**src/rtl/mmpd_pkg.sv**
```systemverilog
// Shared types, register map and constants for the min/max pixel decimator.
`timescale 1ns / 1ps
package mmpd_pkg;

  localparam int MAX_COLUMNS_DEF = 4096;
  // canvas_width is 13 bits, so no more columns than this can be addressed
  localparam int CANVAS_LIMIT    = 8191;
  localparam int PADDR_W         = 5;
  localparam int FIFO_DEPTH      = 8;

  typedef logic [2:0] reg_idx_t;
  localparam reg_idx_t REG_X_OFFSET        = 3'd0;
  localparam reg_idx_t REG_PIXELS_PER_UNIT = 3'd1;
  localparam reg_idx_t REG_UNITS_PER_PIXEL = 3'd2;
  localparam reg_idx_t REG_CANVAS_WIDTH    = 3'd3;
  localparam reg_idx_t REG_DESCENDING      = 3'd4;
  localparam reg_idx_t REG_BYPASS          = 3'd5;

  localparam logic [31:0] X_OFFSET_RST        = 32'd0;
  localparam logic [31:0] PIXELS_PER_UNIT_RST = 32'd65536;
  localparam logic [31:0] UNITS_PER_PIXEL_RST = 32'd65536;
  localparam logic [12:0] CANVAS_WIDTH_RST    = 13'd1024;

  typedef struct packed {
    logic signed [31:0] x_offset;
    logic [31:0]        pixels_per_unit;
    logic [31:0]        units_per_pixel;
    logic [12:0]        canvas_width;
    logic               descending;
    logic               bypass;
  } cfg_t;

  typedef struct packed {
    logic signed [31:0] x;
    logic signed [31:0] y;
    logic               last;
  } point_t;

  typedef struct packed {
    logic pre;     // sample lies before the displayed range
    logic tgt_ok;  // a column exists for the sample
  } map_flags_t;

  function automatic int col_bits(input int max_cols);
    int lim;
    lim = (max_cols < CANVAS_LIMIT) ? max_cols : CANVAS_LIMIT;
    return $clog2(lim + 1);
  endfunction

endpackage

```
**src/rtl/mmpd_map.sv**
```systemverilog
// Pixel mapping pipeline: position, target column and column x for each sample.
`timescale 1ns / 1ps
module mmpd_map #(
  parameter int MAX_COLUMNS = mmpd_pkg::MAX_COLUMNS_DEF
) (
  input  logic                                         clk,
  input  logic                                         rst,
  input  logic                                         adv,
  input  logic                                         in_valid,
  input  mmpd_pkg::point_t                             in_pt,
  input  mmpd_pkg::cfg_t                               cfg,
  output logic                                         out_valid,
  output mmpd_pkg::point_t                             out_pt,
  output logic signed [63:0]                           out_pos,
  output mmpd_pkg::map_flags_t                         out_flags,
  output logic [mmpd_pkg::col_bits(MAX_COLUMNS)-1:0]   out_tgt,
  output logic signed [31:0]                           out_cx
);
  import mmpd_pkg::*;

  localparam int COL_W = col_bits(MAX_COLUMNS);
  localparam logic [63:0]        POS_LIMIT = 64'h4000_0000_0000_0000;
  localparam logic signed [63:0] INT32_TOP = 64'sh7FFF_FFFF;

  logic       s1_valid, s2_valid, s3_valid, s4_valid, s5_valid, s6_valid, s7_valid;
  point_t     s1_pt, s2_pt, s3_pt, s4_pt, s5_pt, s6_pt, s7_pt;
  logic [31:0] s2_mag;
  logic       s2_neg, s3_neg;
  logic [63:0] s3_prod;
  logic signed [63:0] s4_pos, s5_pos, s6_pos, s7_pos;
  map_flags_t s5_flags, s6_flags, s7_flags;
  logic [COL_W-1:0] s5_tgt, s6_tgt, s7_tgt;
  logic [COL_W+31:0] s6_cprod;
  logic signed [31:0] s7_cx;

  // effective canvas width
  logic [16:0]      cw_ext, weff_w;
  logic [COL_W-1:0] weff;
  always_comb begin
    cw_ext = {4'b0, cfg.canvas_width};
    weff_w = (cw_ext > 17'(MAX_COLUMNS)) ? 17'(MAX_COLUMNS) : cw_ext;
    weff   = weff_w[COL_W-1:0];
  end

  // stage 2: offset subtract and magnitude
  logic signed [32:0] d;
  logic [32:0]        d_neg;
  always_comb begin
    d     = $signed({s1_pt.x[31], s1_pt.x}) - $signed({cfg.x_offset[31], cfg.x_offset});
    d_neg = ~d + 33'd1;
  end

  // stage 4: saturation
  logic [63:0] prod_sat, prod_neg;
  always_comb begin
    prod_sat = (s3_prod > POS_LIMIT) ? POS_LIMIT : s3_prod;
    prod_neg = ~prod_sat + 64'd1;
  end

  // stage 5: before-range test and column search
  logic        pos_le0;
  logic [63:0] ceil_sum;
  logic [47:0] p_up, f_dn;
  logic        ok_a, ok_d;
  logic [COL_W-1:0] tgt_a, tgt_d;
  logic signed [63:0] wpos;
  logic        pre;
  always_comb begin
    pos_le0  = s4_pos[63] || (s4_pos == 64'sd0);
    ceil_sum = s4_pos + 64'sd65535;
    p_up     = ceil_sum[63:16] - 48'd1;
    ok_a     = pos_le0 ? (weff != '0) : (p_up < 48'(weff));
    tgt_a    = pos_le0 ? '0 : p_up[COL_W-1:0];
    f_dn     = s4_pos[63:16] + 48'd1;
    ok_d     = !s4_pos[63] && (weff != '0);
    tgt_d    = (f_dn > 48'(weff)) ? weff : f_dn[COL_W-1:0];
    wpos     = $signed(64'({weff, 16'b0}));
    pre      = cfg.descending ? (s4_pos >= wpos) : pos_le0;
  end

  // stage 7: column x rounding and saturation
  logic [COL_W+32:0]  cr_sum;
  logic [COL_W+16:0]  cr_t;
  logic signed [63:0] cx_wide;
  always_comb begin
    cr_sum  = {1'b0, s6_cprod} + (COL_W+33)'(32'h8000);
    cr_t    = cr_sum[COL_W+32:16];
    cx_wide = $signed({{32{cfg.x_offset[31]}}, cfg.x_offset}) + $signed(64'(cr_t));
  end

  always_ff @(posedge clk) begin
    if (rst) begin
      s1_valid <= 1'b0;
      s2_valid <= 1'b0;
      s3_valid <= 1'b0;
      s4_valid <= 1'b0;
      s5_valid <= 1'b0;
      s6_valid <= 1'b0;
      s7_valid <= 1'b0;
    end else if (adv) begin
      s1_valid <= in_valid;
      s2_valid <= s1_valid;
      s3_valid <= s2_valid;
      s4_valid <= s3_valid;
      s5_valid <= s4_valid;
      s6_valid <= s5_valid;
      s7_valid <= s6_valid;
    end
  end

  always_ff @(posedge clk) begin
    if (adv) begin
      s1_pt    <= in_pt;
      s2_pt    <= s1_pt;
      s2_neg   <= d[32];
      s2_mag   <= d[32] ? d_neg[31:0] : d[31:0];
      s3_pt    <= s2_pt;
      s3_neg   <= s2_neg;
      s3_prod  <= 64'(s2_mag) * 64'(cfg.pixels_per_unit);
      s4_pt    <= s3_pt;
      s4_pos   <= $signed(s3_neg ? prod_neg : prod_sat);
      s5_pt    <= s4_pt;
      s5_pos   <= s4_pos;
      s5_flags <= '{pre: pre, tgt_ok: cfg.descending ? ok_d : ok_a};
      s5_tgt   <= cfg.descending ? tgt_d : tgt_a;
      s6_pt    <= s5_pt;
      s6_pos   <= s5_pos;
      s6_flags <= s5_flags;
      s6_tgt   <= s5_tgt;
      s6_cprod <= (COL_W+32)'(s5_tgt) * (COL_W+32)'(cfg.units_per_pixel);
      s7_pt    <= s6_pt;
      s7_pos   <= s6_pos;
      s7_flags <= s6_flags;
      s7_tgt   <= s6_tgt;
      s7_cx    <= (cx_wide > INT32_TOP) ? 32'sh7FFF_FFFF : cx_wide[31:0];
    end
  end

  assign out_valid = s7_valid;
  assign out_pt    = s7_pt;
  assign out_pos   = s7_pos;
  assign out_flags = s7_flags;
  assign out_tgt   = s7_tgt;
  assign out_cx    = s7_cx;

endmodule

```
**config.mk**
```make
export PLATFORM = sky130hd
export DESIGN_NAME = mmpd_map
export DESIGN_NICKNAME = d
export VERILOG_FILES = /design/src/rtl/mmpd_pkg.sv /design/src/rtl/mmpd_map.sv
export SDC_FILE = /design/constraint.sdc
export NUM_CORES = 2
export LEC_CHECK = 0
export BUFFER_PORTS_ARGS = -buffer_cell sky130_fd_sc_hd__buf_4
export CAP_MARGIN = 20
export CORE_MARGIN = 2
export CORE_UTILIZATION = 25
export DETAILED_ROUTE_END_ITERATION = 8
export SYNTH_ARGS = -nofsm -noshare
export SYNTH_HDL_FRONTEND = slang
export SYNTH_SLANG_ARGS = --single-unit
```
**constraint.sdc**
```tcl
create_clock -name clk -period 8.94 [get_ports clk]
set_clock_uncertainty 0.2 [all_clocks]
set_input_delay 0.447 -clock clk [delete_from_list [all_inputs] [get_ports clk]]
set_output_delay 0.447 -clock clk [all_outputs]
set_load 0.1 [all_outputs]
```
# Yosys cells after proc, flatten, opt, wreduce, memory -nomap -nowiden
# Cells that the tools add are included.
totals:
  reg_bits: 938
  elab_cells: 80
op_classes:
  n_reduce_logical: 5
  mul: 2
  n_bitwise: 2
  magnitude_cmp: 6
  n_mux: 10
  add_sub_neg: 8
op_table:
  columns: ["op", "count"]
  rows:
  - ["$mux W64", 2]
  - ["$add A64 B1 Y64 const B", 1]
  - ["$add A64 B17 Y64 const B", 1]
  - ["$ge A64 B30 Y1", 1]
  - ["$gt A64 B63 Y1 const B", 1]
  - ["$logic_not A64 Y1", 1]
  - ["$mul A32 B32 Y64", 1]
  - ["$not A64 Y64", 1]
  - ["$mux W13", 4]
  - ["$add A48 B1 Y48 const B", 1]
  - ["$gt A48 B13 Y1", 1]
  - ["$lt A48 B13 Y1", 1]
  - ["$sub A48 B1 Y48 const B", 1]
  - ["$add A45 B16 Y46 const B", 1]
  - ["$mul A13 B32 Y45", 1]
  - ["$add A32 B31 Y33", 1]
  - ["$gt A33 B32 Y1 const B", 1]
  - ["$sub A32 B32 Y33", 1]
  - ["$add A32 B1 Y32 const B", 1]
  - ["$mux W32", 1]
  - ["$not A32 Y32", 1]
  - ["$gt A13 B13 Y1 const B", 1]
  - ["$reduce_bool A13 Y1", 1]
  - ["$mux W1", 3]
  - ["3 further kinds", 3]

# Logic depth before layout (Yosys ltp)
depth:
  word_depth: 5
  depth_mapped: 31
  ltp_nobuf: 29

# Worst setup path after synthesis
# OpenSTA, ideal clock, no wires.
synth_timing:
  path_type: "input to register"
  start: "input cfg[64] (netlist bit)"
  end: "register s3_prod[61], data pin"
  path_slack_ps: 980
  required_time_ps: 8475
  stages: 26
  setup_time_ps: 265
  path_buffers: 1
  arrival_time_ps: 7495
  cell_sequence: "clkbuf_1 > and2_1 > fa_1 > inv_1 > fa_1 > inv_1 > fa_1 > inv_1 > fa_1 > inv_1 > fa_1 > fa_1 > fa_1 > fa_1 > ha_1 > and3_1 > and2_1 > a221oi_1 > nand2b_1 > or3_1 > a221oi_1 > o21a_1 > a21boi_0 > a21oi_1 > o21ai_0 > xor2_1"
synth_between:
  elab_chain_len: 1
synth_rtl:
  columns: ["element", "line_no", "text"]
  rows:
  - ["start, declared", "mmpd_map.sv:11", "input mmpd_pkg::cfg_t cfg,"]
  - ["$mul A32 B32 Y64", "mmpd_map.sv:119", "s3_prod <= 64'(s2_mag) * 64'(cfg.pixels_per_unit);"]
  - ["end signal, assigned", "mmpd_map.sv:119", null]
  - ["end, declared", "mmpd_map.sv:29", "logic [63:0] s3_prod;"]
# No other way between the ends.
# A chain may end at the register's enable or synchronous reset.

# Final worst setup path
layout_timing:
  start: "register s2_mag[24]"
  end: "register s3_prod[60], data pin"
layout_between:
  elab_chain_len: 1
layout_rtl:
  columns: ["element", "line_no", "text"]
  rows:
  - ["start, declared", "mmpd_map.sv:27", "logic [31:0] s2_mag;"]
  - ["start signal, assigned", "mmpd_map.sv:116", "s2_mag <= d[32] ? d_neg[31:0] : d[31:0];"]
  - ["$mul A32 B32 Y64", "mmpd_map.sv:119", null]
# No other way between the ends.

==> impl_results.md <==
- Status: complete, no violations
- Detailed Routing Iterations Pass 1: 5
- Layout cells sized above 1: 8.28%
- Worst EP required: 9.18 ns
- Row count: 213
- CTS Buffer Depth: 3
- Max Fclk: 116 MHz
- Drt drc: 0
- RSZ-0062 raised after global routing: no
- Warnings, synthesis: 0
- Post-synthesis compound-gate area fraction: 5.85%
- Sequential area share after synthesis: 32.7%
- Sequential Area: 27,600 um2
- Slew Limit Fails: 0
- CTS sink cnt: 923
- Tcrit/Tclk final: 96.6%
- Remaining antenna violation count: 0
- Worst R2R Start: s2_mag[24]
- Final min period: 8.63 ns
- # fillers: 34,800
- HP Class: in -> reg
- DRT iter0 DRCs: 3,878
- H-tree depth: 3
- XOR/XNOR Fraction of Synth Area: 3.00%
- CTS Buf Count: 88
- Largest net degree at the start of global routing: 190
- Main combinational cell family by area after synthesis: adder cells
- Register-to-Register Path Depth: 23
- Most instantiated cells after synthesis: 1,281 x inv_1, 1,227 x fa_1, 1,012 x nand2_1
- Number of library cell types mapped by synthesis: 97
- Mean Syn Cell Area: 10.8 um2
- GRT Util Overall: 14.0%
- Vias: 57,000
- Slew @ Worst Pin: 1.05 ns
- Asr flop ratio synth: 0%
- Slew HR: 30.1%
- Vias per std cell: 4.48
- Terminus of the critical flop-to-flop path: s3_prod[60]
- Area leader, netlist: edfxtp_1
- Synth Area in Simple Gates: 15.1%
- Die Wd: 586 um
- Top_reg_cell synth: edfxtp_1
- Crit path DAT: 8.87 ns
- Hold Path Origin: cfg[8]
- Mapped Cells: 7,838
- Setup TNS: 0 ns
- Crit path kind: reg -> reg
- Clk pin slew, worst setup/hold paths: 0.07 ns
- Final weighted congestion in routability-driven placement: 0.906
- Post-synthesis cell area: 84,600 um2
- CTS tree: done
- Area of the multi-input gates: 50,800 um2
- I/O Buffers: 355
- Chip height: 586 um
- Starting Density: 25.1%
- Total gr overflow: 0
- DIE AREA: 343,000 um2
- Worst hold endpoint: s5_tgt[6]
- Post-Route WL: 241 mm
- Final hold vios: 0
- Detail Placement HPWL: 190 mm
- Area grow syn2layout: 14.1%
- Clock Tree Root: clkbuf_16
- Setup violators final: 0
- Max-Cap Viols: 0
- Area share of fa/ha/maj cells after synthesis: 35.8%
- Hold Crit Depth: 3
- Initial antenna violation count: 44
- Most common cell in the netlist: inv_1
- Nets: 9,995
- Yosys reg bits: 923
- Post-synthesis mux area share: 0.228%
- Worst-skew pair later-pin latency: 0.71 ns
- Drt wl/cell: 18.9 um
- Top cells by area, synth: edfxtp_1 33%, fa_1 29%, ha_1 6.7%, inv_1 5.7%, and2_1 5.5%
- Vias in the first global route: 58,200
- First-pass GRT wire length: 366 mm
- Placeable core area: 337,000 um2
- CP endpoint kind: flop
- # IOs: 357
- Post-synth EDFFs: 916
- Crit-path max FO: 11
- Startpoint types: flop
- Syn nets: 9,700
- R2r setup slk: 0.31 ns
- PostCTS Resize Cnt: 0
- Post-synth top area share: 32.5%
[sequential cells by signal (all words and copies together) (netlist names), 13 cells and up]
| name | cells |
|---|---|
| out_pt | 65 |
| s1_pt | 65 |
| s2_pt | 65 |
| s3_pt | 65 |
| s4_pt | 65 |
| s5_pt | 65 |
| s6_pt | 65 |
| out_pos | 64 |
| s3_prod | 64 |
| s4_pos | 64 |
| s5_pos | 64 |
| s6_pos | 64 |
| out_cx | 32 |
| s2_mag | 32 |
| s6_cprod | 30 |
| out_tgt | 13 |
| s5_tgt | 13 |
| s6_tgt | 13 |
[layout make-up]
class                           count  share of cell area, %
Clock buffer                      102                   2.38
Sequential cell                   923                   28.6
Tap cell                         4515                   5.85
Clock inverter                     57                  0.623
Multi-Input combinational cell   5266                   52.6
Timing Repair Buffer              573                   4.91
Antenna cell                       12                 0.0311
Inverter                         1281                   4.98
[critical path, cell delays in order (launching register included)]
cell and delay (ns):
edfxtp_1 0.76, buf_4 0.36, nand2_1 0.10, fa_1 0.48, fa_1 0.52, inv_1 0.07
fa_1 0.53, fa_1 0.48, fa_1 0.55, fa_1 0.53, fa_1 0.51, ha_1 0.33
ha_1 0.47, a21o_1 0.27, a21o_1 0.18, a21o_1 0.20, a21o_1 0.18, a21o_1 0.17
a21o_1 0.19, a2111oi_0 0.42, o211ai_1 0.22, and3_1 0.23, a221oi_1 0.29, xnor2_1 0.10
[cells by family (layout without fill, tap and decap cells)]
group	after synthesis	in the layout
AO/OA/AOI/OAI	741	741
adder cells (fa/ha/maj)	1682	1682
AND/OR/NAND/NOR	2535	2535
other	0	12
buffers and inverters	1649	2013
flip-flops	923	923
XOR/XNOR	289	289
multiplexers	19	19
[through the flow]
stage,instances,hold slack (ns),setup slack [ns],util [%],cell area [um2]
after floorplan,7838,0.200,0.980,-,84600
after detailed placement,12500,0.205,0.323,27.6,92800
after CTS,12700,0.0194,0.286,28.7,96500
after global placement,12500,0.200,0.370,27.6,92800
final,12700,0.0790,0.308,28.7,96500
after global routing,12700,0.0742,0.0199,28.7,96500
[cell usage in the layout (no fill, tap or decap), types with 14 or more instances in the layout]
cell           count
a211oi_1          19
a21o_1            80
a21oi_1          193
a31oi_1           27
and2_1           743
and3_1            40
and4_1            24
buf_12            20
buf_4            478
clkbuf_16         90
clkinv_1          16
dlygate4sd3_1     73
edfxtp_1         916
fa_1            1227
ha_1             455
inv_1           1281
mux2i_1           17
nand2_1         1012
nand2b_1          27
nand3_1           94
nand4_1           65
nor2_1           220
nor2b_1           27
nor3_1           110
nor4_1            46
o211ai_1          28
o21a_1            38
o21ai_0          135
o21bai_1          30
o31ai_1           35
o41ai_1           16
or2_2             14
or3_1             32
or4_1             27
xnor2_1          191
xor2_1            97
[what timing repair did]
action	4_1_cts	5_1_grt
setup endpoints to repair	0	1
hold endpoints to repair	78	0
hold buffers	73	0
buffers inserted	0	1
[worst max path at each step]
| stage | from | end | slack (ns) | cells after the start |
|---|---|---|---|---|
| detailed placement | s2_mag[23] | s3_prod[63] | 0.32 | 25 |
| floorplan | cfg[64] | s3_prod[61] | 0.98 | 26 |
| global route | s2_mag[27] | s3_prod[63] | 0.02 | 24 |
| global placement | s2_mag[23] | s3_prod[63] | 0.37 | 25 |
| CTS | s2_mag[23] | s3_prod[63] | 0.29 | 25 |
| finish | s2_mag[24] | s3_prod[60] | 0.31 | 23 |
[per-layer routing]
metal  track usage [%]  vias to the layer above  share of wire, %  wire length (um)
met4              4.28                       44               3.2              7650
met2              22.4                     1792                45            110000
met3              2.97                      326               7.9             19100
met1              18.9                    29000                43            104000
met5                 0                        -              0.12               278
li1                  -                    25900                 -                 -
Power is not shown: default switching activity piles up to over one toggle a cycle in this logic, so the estimate is an artifact.
